File: src/hw/rtl/bacc_pkg.sv
// ----------------------------------------------------------------------------
// bacc_pkg
// types, codes and constants of the bcd alarm clock controller
// ----------------------------------------------------------------------------
`default_nettype none

package bacc_pkg;

    // operating mode
    typedef enum logic [1:0] {
        MODE_RUN       = 2'd0,
        MODE_CLOCK_SET = 2'd1,
        MODE_ALARM_SET = 2'd2
    } t_mode;

    // selected time field
    typedef enum logic [1:0] {
        FIELD_HOUR = 2'd0,
        FIELD_MIN  = 2'd1,
        FIELD_SEC  = 2'd2
    } t_field;

    // beat kinds
    localparam logic OP_TICK = 1'b0;
    localparam logic OP_KEY  = 1'b1;

    // key codes
    localparam logic [1:0] KEY_SEL_CLOCK = 2'd0;
    localparam logic [1:0] KEY_SEL_ALARM = 2'd1;
    localparam logic [1:0] KEY_UP        = 2'd2;
    localparam logic [1:0] KEY_DOWN      = 2'd3;

    // register map (word index)
    localparam int          ADDR_W          = 4;
    localparam logic [1:0]  REG_FRAME_TICKS = 2'd0;
    localparam logic [1:0]  REG_BLINK_TICKS = 2'd1;
    localparam logic [1:0]  REG_RING_TICKS  = 2'd2;

    // register reset values
    localparam logic [7:0]  FRAME_TICKS_RST = 8'd100;
    localparam logic [9:0]  BLINK_TICKS_RST = 10'd500;
    localparam logic [11:0] RING_TICKS_RST  = 12'd2500;

    // bcd limits
    localparam logic [3:0] BCD_DIGIT_OVF  = 4'hA;
    localparam logic [3:0] BCD_DIGIT_UNF  = 4'hF;
    localparam logic [3:0] BCD_DIGIT_MAX  = 4'h9;
    localparam logic [7:0] BCD_HOUR_END   = 8'h24;
    localparam logic [7:0] BCD_MINSEC_END = 8'h60;
    localparam logic [7:0] BCD_UNDER      = 8'hF9;
    localparam logic [7:0] BCD_HOUR_MAX   = 8'h23;
    localparam logic [7:0] BCD_MINSEC_MAX = 8'h59;

    typedef logic [2:0][7:0] t_time;

    // configuration registers
    typedef struct packed {
        logic [7:0]  frame_ticks;
        logic [9:0]  blink_ticks;
        logic [11:0] ring_ticks;
    } t_cfg;

    // one input beat
    typedef struct packed {
        logic       opcode;
        logic [1:0] key_code;
        logic [7:0] rtc_hour;
        logic [7:0] rtc_min;
        logic [7:0] rtc_sec;
    } t_item;

    // one result beat
    typedef struct packed {
        logic [7:0] show_hour;
        logic [7:0] show_min;
        logic [7:0] show_sec;
        logic       blank_field;
        logic [1:0] mode_now;
        logic [1:0] field_sel;
        logic       led_on;
        logic       rtc_write;
        logic       frame_done;
    } t_res;

    // bcd increment with wrap at 24 or 60
    function automatic logic [7:0] bcd_up(input logic [7:0] v, input logic is_hour);
        logic [7:0] r;
        r = v + 8'd1;
        if (r[3:0] == BCD_DIGIT_OVF) begin
            r = {r[7:4] + 4'd1, 4'h0};
        end
        if (r == (is_hour ? BCD_HOUR_END : BCD_MINSEC_END)) begin
            r = 8'h00;
        end
        return r;
    endfunction

    // bcd decrement with wrap to 23 or 59
    function automatic logic [7:0] bcd_down(input logic [7:0] v, input logic is_hour);
        logic [7:0] r;
        r = v - 8'd1;
        if (r[3:0] == BCD_DIGIT_UNF) begin
            r = {r[7:4], BCD_DIGIT_MAX};
        end
        if (r == BCD_UNDER) begin
            r = is_hour ? BCD_HOUR_MAX : BCD_MINSEC_MAX;
        end
        return r;
    endfunction

endpackage

`default_nettype wire

File: src/hw/rtl/bacc_in_if.sv
// ----------------------------------------------------------------------------
// bacc_in_if
// input channel: ticks with rtc time and key presses
// ----------------------------------------------------------------------------
`default_nettype none

interface bacc_in_if;
    logic       valid;
    logic       ready;
    logic       opcode;
    logic [1:0] key_code;
    logic [7:0] rtc_hour;
    logic [7:0] rtc_min;
    logic [7:0] rtc_sec;

    modport source (
        output valid, opcode, key_code, rtc_hour, rtc_min, rtc_sec,
        input  ready
    );

    modport sink (
        input  valid, opcode, key_code, rtc_hour, rtc_min, rtc_sec,
        output ready
    );
endinterface

`default_nettype wire

File: src/hw/rtl/bacc_out_if.sv
// ----------------------------------------------------------------------------
// bacc_out_if
// result channel: shown time, mode and status flags
// ----------------------------------------------------------------------------
`default_nettype none

interface bacc_out_if;
    logic       valid;
    logic       ready;
    logic [7:0] show_hour;
    logic [7:0] show_min;
    logic [7:0] show_sec;
    logic       blank_field;
    logic [1:0] mode_now;
    logic [1:0] field_sel;
    logic       led_on;
    logic       rtc_write;
    logic       frame_done;

    modport source (
        output valid, show_hour, show_min, show_sec, blank_field, mode_now,
               field_sel, led_on, rtc_write, frame_done,
        input  ready
    );

    modport sink (
        input  valid, show_hour, show_min, show_sec, blank_field, mode_now,
               field_sel, led_on, rtc_write, frame_done,
        output ready
    );
endinterface

`default_nettype wire

File: src/hw/rtl/bacc_core.sv
// ----------------------------------------------------------------------------
// bacc_core
// clock state and single-beat update: dividers, mode, field, times, alarm
// ----------------------------------------------------------------------------
`default_nettype none

module bacc_core (
    input  wire logic           i_clk,
    input  wire logic           i_rst_n,
    input  wire logic           i_en,
    input  wire bacc_pkg::t_item i_item,
    input  wire bacc_pkg::t_cfg  i_cfg,
    output bacc_pkg::t_res       o_res
);
    import bacc_pkg::*;

    t_mode       r_mode,          n_mode;
    t_field      r_field,         n_field;
    t_time       r_clock,         n_clock;
    t_time       r_alarm,         n_alarm;
    logic        r_ringing,       n_ringing;
    logic        r_reload,        n_reload;
    logic [7:0]  r_frame_count,   n_frame_count;
    logic [9:0]  r_blink_count,   n_blink_count;
    logic [11:0] r_ring_count,    n_ring_count;
    logic        r_led_phase,     n_led_phase;
    logic        r_blink_phase,   n_blink_phase;

    logic [7:0]  frame_inc;
    logic [9:0]  blink_inc;
    logic [11:0] ring_inc;
    logic        frame;
    logic        rtc_wr;
    t_time       rtc_time;
    t_time       cmp_time;
    t_time       edit_time;
    t_time       shown;
    logic [7:0]  edit_cur;
    logic [7:0]  edit_new;
    logic        is_hour;

    assign frame_inc   = r_frame_count + 8'd1;
    assign blink_inc   = r_blink_count + 10'd1;
    assign ring_inc    = r_ring_count + 12'd1;
    assign rtc_time[0] = i_item.rtc_hour;
    assign rtc_time[1] = i_item.rtc_min;
    assign rtc_time[2] = i_item.rtc_sec;

    // field being edited by up and down keys
    assign edit_time = (r_mode == MODE_CLOCK_SET) ? r_clock : r_alarm;
    assign edit_cur  = edit_time[r_field];
    assign is_hour   = (r_field == FIELD_HOUR);
    assign edit_new  = (i_item.key_code == KEY_UP) ? bcd_up(edit_cur, is_hour)
                                                   : bcd_down(edit_cur, is_hour);
    assign cmp_time  = r_reload ? rtc_time : r_clock;

    // next state for one beat
    always_comb begin
        n_mode        = r_mode;
        n_field       = r_field;
        n_clock       = r_clock;
        n_alarm       = r_alarm;
        n_ringing     = r_ringing;
        n_reload      = r_reload;
        n_frame_count = r_frame_count;
        n_blink_count = r_blink_count;
        n_ring_count  = r_ring_count;
        n_led_phase   = r_led_phase;
        n_blink_phase = r_blink_phase;
        frame         = 1'b0;
        rtc_wr        = 1'b0;

        if (i_item.opcode == OP_TICK) begin
            // frame divider
            if (frame_inc >= i_cfg.frame_ticks) begin
                n_frame_count = '0;
                n_led_phase   = ~r_led_phase;
                frame         = 1'b1;
            end else begin
                n_frame_count = frame_inc;
            end
            // blink divider
            if (blink_inc >= i_cfg.blink_ticks) begin
                n_blink_count = '0;
                n_blink_phase = ~r_blink_phase;
            end else begin
                n_blink_count = blink_inc;
            end
            // ringing timeout
            if (r_ringing) begin
                if (ring_inc >= i_cfg.ring_ticks) begin
                    n_ringing    = 1'b0;
                    n_ring_count = '0;
                end else begin
                    n_ring_count = ring_inc;
                end
            end else begin
                n_ring_count = '0;
            end
            // frame work: alarm compare and clock reload
            if (frame) begin
                unique case (r_mode)
                    MODE_RUN: begin
                        if (cmp_time == r_alarm) begin
                            n_ringing = 1'b1;
                        end
                        n_clock  = rtc_time;
                        n_reload = 1'b0;
                    end
                    MODE_CLOCK_SET: begin
                        if (r_reload) begin
                            n_clock  = rtc_time;
                            n_reload = 1'b0;
                        end
                    end
                    default: begin
                    end
                endcase
            end
        end else begin
            unique case (r_mode)
                MODE_RUN: begin
                    if (r_ringing) begin
                        n_ringing    = 1'b0;
                        n_ring_count = '0;
                    end else if (i_item.key_code == KEY_SEL_CLOCK) begin
                        n_mode   = MODE_CLOCK_SET;
                        n_field  = FIELD_HOUR;
                        n_reload = 1'b1;
                    end else if (i_item.key_code == KEY_SEL_ALARM) begin
                        n_mode  = MODE_ALARM_SET;
                        n_field = FIELD_HOUR;
                    end
                end
                default: begin
                    if ((i_item.key_code == KEY_SEL_CLOCK && r_mode == MODE_CLOCK_SET) ||
                        (i_item.key_code == KEY_SEL_ALARM && r_mode == MODE_ALARM_SET)) begin
                        // advance field, back to run after seconds
                        unique case (r_field)
                            FIELD_HOUR: n_field = FIELD_MIN;
                            FIELD_MIN:  n_field = FIELD_SEC;
                            default: begin
                                n_field = FIELD_HOUR;
                                n_mode  = MODE_RUN;
                            end
                        endcase
                    end else if (i_item.key_code == KEY_UP ||
                                 i_item.key_code == KEY_DOWN) begin
                        if (r_mode == MODE_CLOCK_SET) begin
                            n_clock[r_field] = edit_new;
                            rtc_wr           = 1'b1;
                        end else begin
                            n_alarm[r_field] = edit_new;
                        end
                    end
                end
            endcase
        end
    end

    // result from the updated state
    assign shown = (n_mode == MODE_ALARM_SET) ? n_alarm : n_clock;

    always_comb begin
        o_res.show_hour   = shown[0];
        o_res.show_min    = shown[1];
        o_res.show_sec    = shown[2];
        o_res.blank_field = (n_mode != MODE_RUN) && !n_blink_phase;
        o_res.mode_now    = n_mode;
        o_res.field_sel   = n_field;
        o_res.led_on      = n_ringing && n_led_phase && (n_mode == MODE_RUN);
        o_res.rtc_write   = rtc_wr;
        o_res.frame_done  = frame;
    end

    // state registers
    always_ff @(posedge i_clk) begin
        if (!i_rst_n) begin
            r_mode        <= MODE_RUN;
            r_field       <= FIELD_HOUR;
            r_clock       <= '0;
            r_alarm       <= '0;
            r_ringing     <= 1'b0;
            r_reload      <= 1'b1;
            r_frame_count <= '0;
            r_blink_count <= '0;
            r_ring_count  <= '0;
            r_led_phase   <= 1'b0;
            r_blink_phase <= 1'b1;
        end else if (i_en) begin
            r_mode        <= n_mode;
            r_field       <= n_field;
            r_clock       <= n_clock;
            r_alarm       <= n_alarm;
            r_ringing     <= n_ringing;
            r_reload      <= n_reload;
            r_frame_count <= n_frame_count;
            r_blink_count <= n_blink_count;
            r_ring_count  <= n_ring_count;
            r_led_phase   <= n_led_phase;
            r_blink_phase <= n_blink_phase;
        end
    end

endmodule

`default_nettype wire

File: src/hw/rtl/bcd_alarm_clock_controller.sv
// ----------------------------------------------------------------------------
// bcd_alarm_clock_controller
// alarm clock mode, time setting and alarm control driven by ticks and keys
// ----------------------------------------------------------------------------
// Each input beat (a 2 ms tick carrying the rtc time, or a key press) yields
// exactly one result beat. A beat is captured in an input register, the
// state update and result run through one short combinational step in
// bacc_core, and the result lands in an output register. One beat is
// accepted every cycle as long as the result side keeps taking beats; the
// input stalls only when both registers hold beats the sink has not taken.
// The user must write registers frame_ticks (0x0), blink_ticks (0x4) and
// ring_ticks (0x8) over the apb port only while no beat is in flight; the
// block does not enforce this. There is no clearing pass after reset.
`default_nettype none

module bcd_alarm_clock_controller (
    input  wire logic                      i_clk,
    input  wire logic                      i_rst_n,
    bacc_in_if.sink                        i_in,
    bacc_out_if.source                     o_out,
    input  wire logic                      psel,
    input  wire logic                      penable,
    input  wire logic                      pwrite,
    input  wire logic [bacc_pkg::ADDR_W-1:0] paddr,
    input  wire logic [31:0]               pwdata,
    output logic [31:0]                    prdata,
    output logic                           pready
);
    import bacc_pkg::*;

    t_cfg   r_cfg;
    t_item  r_item;
    logic   r_in_valid;
    t_res   r_res;
    t_res   core_res;
    logic   r_out_valid;
    logic   advance;
    logic   in_take;
    logic   cfg_wr;
    logic [1:0] reg_idx;

    // configuration port
    assign pready  = 1'b1;
    assign reg_idx = paddr[3:2];
    assign cfg_wr  = psel && penable && pwrite;

    always_ff @(posedge i_clk) begin
        if (!i_rst_n) begin
            r_cfg.frame_ticks <= FRAME_TICKS_RST;
            r_cfg.blink_ticks <= BLINK_TICKS_RST;
            r_cfg.ring_ticks  <= RING_TICKS_RST;
        end else if (cfg_wr) begin
            unique case (reg_idx)
                REG_FRAME_TICKS: r_cfg.frame_ticks <= pwdata[7:0];
                REG_BLINK_TICKS: r_cfg.blink_ticks <= pwdata[9:0];
                REG_RING_TICKS:  r_cfg.ring_ticks  <= pwdata[11:0];
                default: begin
                end
            endcase
        end
    end

    // register readback
    always_comb begin
        unique case (reg_idx)
            REG_FRAME_TICKS: prdata = {24'd0, r_cfg.frame_ticks};
            REG_BLINK_TICKS: prdata = {22'd0, r_cfg.blink_ticks};
            REG_RING_TICKS:  prdata = {20'd0, r_cfg.ring_ticks};
            default:         prdata = '0;
        endcase
    end

    // pipeline flow: the step runs when the result register can take it
    assign advance    = !r_out_valid || o_out.ready;
    assign i_in.ready = !r_in_valid || advance;
    assign in_take    = i_in.valid && i_in.ready;

    // input register
    always_ff @(posedge i_clk) begin
        if (!i_rst_n) begin
            r_in_valid <= 1'b0;
        end else if (i_in.ready) begin
            r_in_valid <= i_in.valid;
        end
    end

    always_ff @(posedge i_clk) begin
        if (in_take) begin
            r_item.opcode   <= i_in.opcode;
            r_item.key_code <= i_in.key_code;
            r_item.rtc_hour <= i_in.rtc_hour;
            r_item.rtc_min  <= i_in.rtc_min;
            r_item.rtc_sec  <= i_in.rtc_sec;
        end
    end

    // state update and result
    bacc_core u_core (
        .i_clk   (i_clk),
        .i_rst_n (i_rst_n),
        .i_en    (r_in_valid && advance),
        .i_item  (r_item),
        .i_cfg   (r_cfg),
        .o_res   (core_res)
    );

    // result register
    always_ff @(posedge i_clk) begin
        if (!i_rst_n) begin
            r_out_valid <= 1'b0;
        end else if (advance) begin
            r_out_valid <= r_in_valid;
        end
    end

    always_ff @(posedge i_clk) begin
        if (r_in_valid && advance) begin
            r_res <= core_res;
        end
    end

    // result beat
    assign o_out.valid       = r_out_valid;
    assign o_out.show_hour   = r_res.show_hour;
    assign o_out.show_min    = r_res.show_min;
    assign o_out.show_sec    = r_res.show_sec;
    assign o_out.blank_field = r_res.blank_field;
    assign o_out.mode_now    = r_res.mode_now;
    assign o_out.field_sel   = r_res.field_sel;
    assign o_out.led_on      = r_res.led_on;
    assign o_out.rtc_write   = r_res.rtc_write;
    assign o_out.frame_done  = r_res.frame_done;

endmodule

`default_nettype wire

File: src/flat_wrapper.sv
// flat-port wrapper written by rule: the top's interface ports become plain ports
module bcd_alarm_clock_controller_flat import bacc_pkg::*;
  (i_clk, i_rst_n, psel, penable, pwrite, paddr, pwdata, prdata, pready, i_in_valid, i_in_opcode, i_in_key_code, i_in_rtc_hour, i_in_rtc_min, i_in_rtc_sec, i_in_ready, o_out_valid, o_out_show_hour, o_out_show_min, o_out_show_sec, o_out_blank_field, o_out_mode_now, o_out_field_sel, o_out_led_on, o_out_rtc_write, o_out_frame_done, o_out_ready);
  bacc_in_if i_in_i ();
  bacc_out_if o_out_i ();
  input  wire logic i_clk;
  input  wire logic i_rst_n;
  input  wire logic psel;
  input  wire logic penable;
  input  wire logic pwrite;
  input  wire logic [bacc_pkg::ADDR_W-1:0] paddr;
  input  wire logic [31:0] pwdata;
  output logic [31:0] prdata;
  output logic pready;
  input wire logic [$bits(i_in_i.valid)-1:0] i_in_valid;
  input wire logic [$bits(i_in_i.opcode)-1:0] i_in_opcode;
  input wire logic [$bits(i_in_i.key_code)-1:0] i_in_key_code;
  input wire logic [$bits(i_in_i.rtc_hour)-1:0] i_in_rtc_hour;
  input wire logic [$bits(i_in_i.rtc_min)-1:0] i_in_rtc_min;
  input wire logic [$bits(i_in_i.rtc_sec)-1:0] i_in_rtc_sec;
  output wire logic [$bits(i_in_i.ready)-1:0] i_in_ready;
  output wire logic [$bits(o_out_i.valid)-1:0] o_out_valid;
  output wire logic [$bits(o_out_i.show_hour)-1:0] o_out_show_hour;
  output wire logic [$bits(o_out_i.show_min)-1:0] o_out_show_min;
  output wire logic [$bits(o_out_i.show_sec)-1:0] o_out_show_sec;
  output wire logic [$bits(o_out_i.blank_field)-1:0] o_out_blank_field;
  output wire logic [$bits(o_out_i.mode_now)-1:0] o_out_mode_now;
  output wire logic [$bits(o_out_i.field_sel)-1:0] o_out_field_sel;
  output wire logic [$bits(o_out_i.led_on)-1:0] o_out_led_on;
  output wire logic [$bits(o_out_i.rtc_write)-1:0] o_out_rtc_write;
  output wire logic [$bits(o_out_i.frame_done)-1:0] o_out_frame_done;
  input wire logic [$bits(o_out_i.ready)-1:0] o_out_ready;
  assign i_in_i.valid = i_in_valid;
  assign i_in_i.opcode = i_in_opcode;
  assign i_in_i.key_code = i_in_key_code;
  assign i_in_i.rtc_hour = i_in_rtc_hour;
  assign i_in_i.rtc_min = i_in_rtc_min;
  assign i_in_i.rtc_sec = i_in_rtc_sec;
  assign i_in_ready = i_in_i.ready;
  assign o_out_valid = o_out_i.valid;
  assign o_out_show_hour = o_out_i.show_hour;
  assign o_out_show_min = o_out_i.show_min;
  assign o_out_show_sec = o_out_i.show_sec;
  assign o_out_blank_field = o_out_i.blank_field;
  assign o_out_mode_now = o_out_i.mode_now;
  assign o_out_field_sel = o_out_i.field_sel;
  assign o_out_led_on = o_out_i.led_on;
  assign o_out_rtc_write = o_out_i.rtc_write;
  assign o_out_frame_done = o_out_i.frame_done;
  assign o_out_i.ready = o_out_ready;
  bcd_alarm_clock_controller u_core (.i_clk(i_clk), .i_rst_n(i_rst_n), .i_in(i_in_i), .o_out(o_out_i), .psel(psel), .penable(penable), .pwrite(pwrite), .paddr(paddr), .pwdata(pwdata), .prdata(prdata), .pready(pready));
endmodule
File: config.mk
export PLATFORM = sky130hd
export DESIGN_NAME = bcd_alarm_clock_controller_flat
export DESIGN_NICKNAME = d
export VERILOG_FILES = /design/src/hw/rtl/bacc_pkg.sv /design/src/hw/rtl/bacc_in_if.sv /design/src/hw/rtl/bacc_out_if.sv /design/src/hw/rtl/bacc_core.sv /design/src/hw/rtl/bcd_alarm_clock_controller.sv /design/src/flat_wrapper.sv
export SDC_FILE = /design/constraint.sdc
export NUM_CORES = 1
export LEC_CHECK = 0
export BUFFER_PORTS_ARGS = -buffer_cell sky130_fd_sc_hd__buf_2
export CORE_AREA = 2 2 134 136
export DETAILED_ROUTE_END_ITERATION = 12
export DIE_AREA = 0 0 136 138
export PLACE_DENSITY = 0.84
export SYNTH_ARGS = -nofsm -noshare
export SYNTH_HDL_FRONTEND = slang
export SYNTH_SLANG_ARGS = --single-unit
File: constraint.sdc
create_clock -name i_clk -period 11.75 [get_ports i_clk]
set_input_delay 0.5875 -clock i_clk [delete_from_list [all_inputs] [get_ports i_clk]]
set_output_delay 0.5875 -clock i_clk [all_outputs]
set_load 0.1 [all_outputs]
==> impl_metrics.yaml <==
detailed_routing:
  route.vias.total: 10100
  wl_um: 31000
  dr.pass1.iters: 6
  postRouteAntennaNets: 0
  drt_iter0_drc: 1047
  avgViaCountPerCell: 6.40
  drc: 0
  wl_per_cell_um: 19.7
floorplanning:
  initial_core_util_pct: 62.5
  coreArea_um2: 17500
  die_w_um: 136
  dieArea_um2: 18800
  die_h_um: 138
  ios: 137
  rows: 49
critical_path:
  worstSetupPathType: "reg -> reg"
  r2r-end: "u_core.o_out.show_hour[6]"
  timing.rr.start: "u_core.u_core.r_mode[0]"
  worstSetupStartpointType: "register"
  worst-r2r-cell-count: 17
  rrSetupSlack_ns: 6.74
  end_kind: "register"
  crit_required_ns: 12.00
  crit_fanout: 23
  crit_arrival_ns: 5.26
cells_and_area:
  n_antenna_cell: 0
  nets: 1438
  num-fill-cells: 1453
  fin_area_um2: 12000
  drive_gt1_share_pct: 13.1
  areaGrowthSynthToFinish_pct: 9.57
synthesis:
  synth_ff_type: "dfxtp_1"
  ys_warn_count: 0
  synth_commonest_cells: "153 x nand2_1, 119 x nor2_1, 118 x dfxtp_1, 109 x a21oi_1, 69 x o21ai_0"
  ys_seq_area_share_pct: 37.7
  syn_area_per_cell_um2: 8.56
  synth_most_common_cell: "nand2_1"
  ys_types: 81
  synth-seq-cells: 177
  synth_top_area_share_pct: 21.6
  synth_edf_count: 59
  synthArstFlopShare_pct: 0
  synth_area_um2: 11000
  yosys.area.top_type: "dfxtp_1"
  synthCells: 1279
  netlist_top_cells_area: "dfxtp_1 22%, edfxtp_1 16%, mux2i_1 6.2%, nand2_1 5.2%, a21oi_1 5.0%"
global_routing:
  first_global_vias: 9254
  grt_usage_pct: 32.9
  grt_max_degree: 74
  grt_pass1_wl_um: 48500
  grt-ovfl-total: 0
  antenna_found_initial: 0
sta:
  clock.fmax_mhz: 200
  tightest_slew_ns: 1.26
  setup_slack_ns: 6.74
  setup_viol: 0
  fin_crit_ns: 5.01
  finClkSkew_ns: 0.0112
  rsz0062_at_grt: "false"
  fin_tns_setup_ns: 0
  report.final.hold_viol_count: 0
  period_share_pct: 42.6
  drv_slew: 0
  slew_headroom_pct: 15.2
worst_hold_path:
  whs_endpoint: "u_core.r_item[10]"
  hold_path_startpoint: "i_in_rtc_min[2]"
  worstHoldPathType: "in -> reg"
  whs_path_depth: 1
power_and_ir_drop:
  p_int_mw: 1.03
  switching_share_pct: 32.3
  p_total_mw: 1.52
  power.density_nw_per_um2: 126
  clkPwrFrac_pct: 38.1
  p_switching_mw: 0.490
  sequentialPowerShare_pct: 44.0
  worst_ir_drop_vdd_mv: 0.113
  power_frac_comb_pct: 17.9
  leakage_nw: 4.91
clocking:
  clk_pin_slew_worst_paths_ns: 0.07
  cts_buffers: 17
  cts_max_level: 4
  clock_path_buffers: 2
  root_buffer: "clkbuf_16"
  cts_tree: "done"
  cts_resized: 0
  clock_latency_ns: 0.45
  cts_setup_buffers: 0
  cts_hold_buffers: 0
  clock-sinks: 177
job:
  maxCapViolCount: 0
placed_design:
  placed_area_um2: 11400
  place_ws_ns: 6.93
  place_hpwl_um: 21400
  port_buffers: 93
  place.gp.congestion: 0.984
run_status:
  status: "finished clean"
state kept, by name, summed over array words and instances (netlist names), 2 cells and up:
| signal | flops |
|---|---|
| u_core.o_out.show_sec | 8 |
| u_core.u_core.r_blink_count | 10 |
| u_core.u_core.r_mode | 2 |
| u_core.o_out.mode_now | 2 |
| u_core.r_item | 27 |
| u_core.o_out.field_sel | 2 |
| u_core.o_out.show_min | 8 |
| u_core.u_core.r_field | 2 |
| u_core.u_core.r_alarm | 24 |
| u_core.o_out.show_hour | 8 |
| u_core.u_core.r_clock | 24 |
| u_core.r_cfg | 30 |
| u_core.u_core.r_ring_count | 12 |
| u_core.u_core.r_frame_count | 8 |
stage by stage:
step           hold WS, ns  instances  util (%)
3_5_place_dp         0.461       1540      65.1
4_1_cts              0.304       1572      68.5
6_report             0.310       1572      68.5
5_1_grt              0.301       1572      68.5
3_3_place_gp         0.454       1540      65.1
2_1_floorplan        0.444       1298         -
worst max-delay path, cell delays in order (launching register included):
cell and delay [ns]:
dfxtp_1 0.50, nor2b_2 0.20, buf_4 0.35, mux2i_1 0.16, a32oi_1 0.34, and2_1 0.38
ha_1 0.47, nand4_1 0.21, xnor2_2 0.22, ha_1 0.23, nand3_1 0.09, nor2_1 0.05
a22o_1 0.25, xnor2_1 0.36, o311ai_1 0.20, o21a_1 0.34, a21boi_0 0.21, nor2_1 0.25
power groups by stage:
stage               clock network [mW]  logic, mW  registers [mW]
floorplan                            0      0.171           0.722
global placement                     0      0.262           0.680
detailed placement                   0      0.266           0.681
CTS                              0.579      0.267           0.667
global route                     0.605      0.285           0.669
finish                           0.578      0.272           0.668
routing by layer:
layer	share of wire (%)	up-vias	routed length (µm)	global-route usage, %
met5	0	-	0	0
met4	4.2	0	1290	14.9
met1	40	4660	12300	42.8
met3	9.6	104	2960	7.11
li1	-	4691	-	-
met2	47	612	14500	52.5
kinds of logic (layout without fill, tap and decap cells):
family | Yosys count | after routing | synth area share (%)
adder cells (fa/ha/maj) | 38 | 38 | 4.34
XOR/XNOR | 64 | 64 | 5.19
flip-flops | 177 | 177 | 37.7
AND/OR/NAND/NOR | 435 | 435 | 18.7
other | 2 | 21 | 0.0686
buffers and inverters | 136 | 181 | 5.92
multiplexers | 73 | 73 | 6.78
AO/OA/AOI/OAI | 354 | 354 | 21.3
final cells by class:
cell class              count  area [µm²]  area share (%)
repair buffers            110         593            4.94
clock buffers              22         508            4.23
flip-flops and latches    177        4130            34.4
multi-input cells         985        6250            52.1
well taps                 229         287            2.39
clock inverters            10        82.6           0.688
inverters                  39         148            1.23
worst max-delay path by stage:
stage	startpoint	endpoint	slack [ns]	cells after the start
4_1_cts	u_core.u_core.r_mode[0]	u_core.o_out.show_min[5]	6.88	17
6_report	u_core.u_core.r_mode[0]	u_core.o_out.show_hour[6]	6.74	17
2_1_floorplan	u_core.u_core.r_mode[0]	u_core.o_out.show_sec[5]	7.74	20
3_3_place_gp	u_core.u_core.r_mode[0]	u_core.o_out.show_hour[5]	6.99	17
3_5_place_dp	u_core.u_core.r_mode[0]	u_core.o_out.show_hour[6]	6.93	17
5_1_grt	u_core.u_core.r_mode[1]	u_core.o_out.show_min[5]	6.47	16
layout by cell type (no fill, tap or decap), types with 26 or more instances in the layout:
cell,n
a211oi_1,32
a21oi_1,109
buf_2,93
dfxtp_1,118
edfxtp_1,59
ha_1,38
inv_1,35
mux2i_1,68
nand2_1,153
nand3_1,26
nor2_1,119
o21ai_0,69
xnor2_1,29
xor2_1,34
No activity file was read; power rests on OpenSTA's default activity.
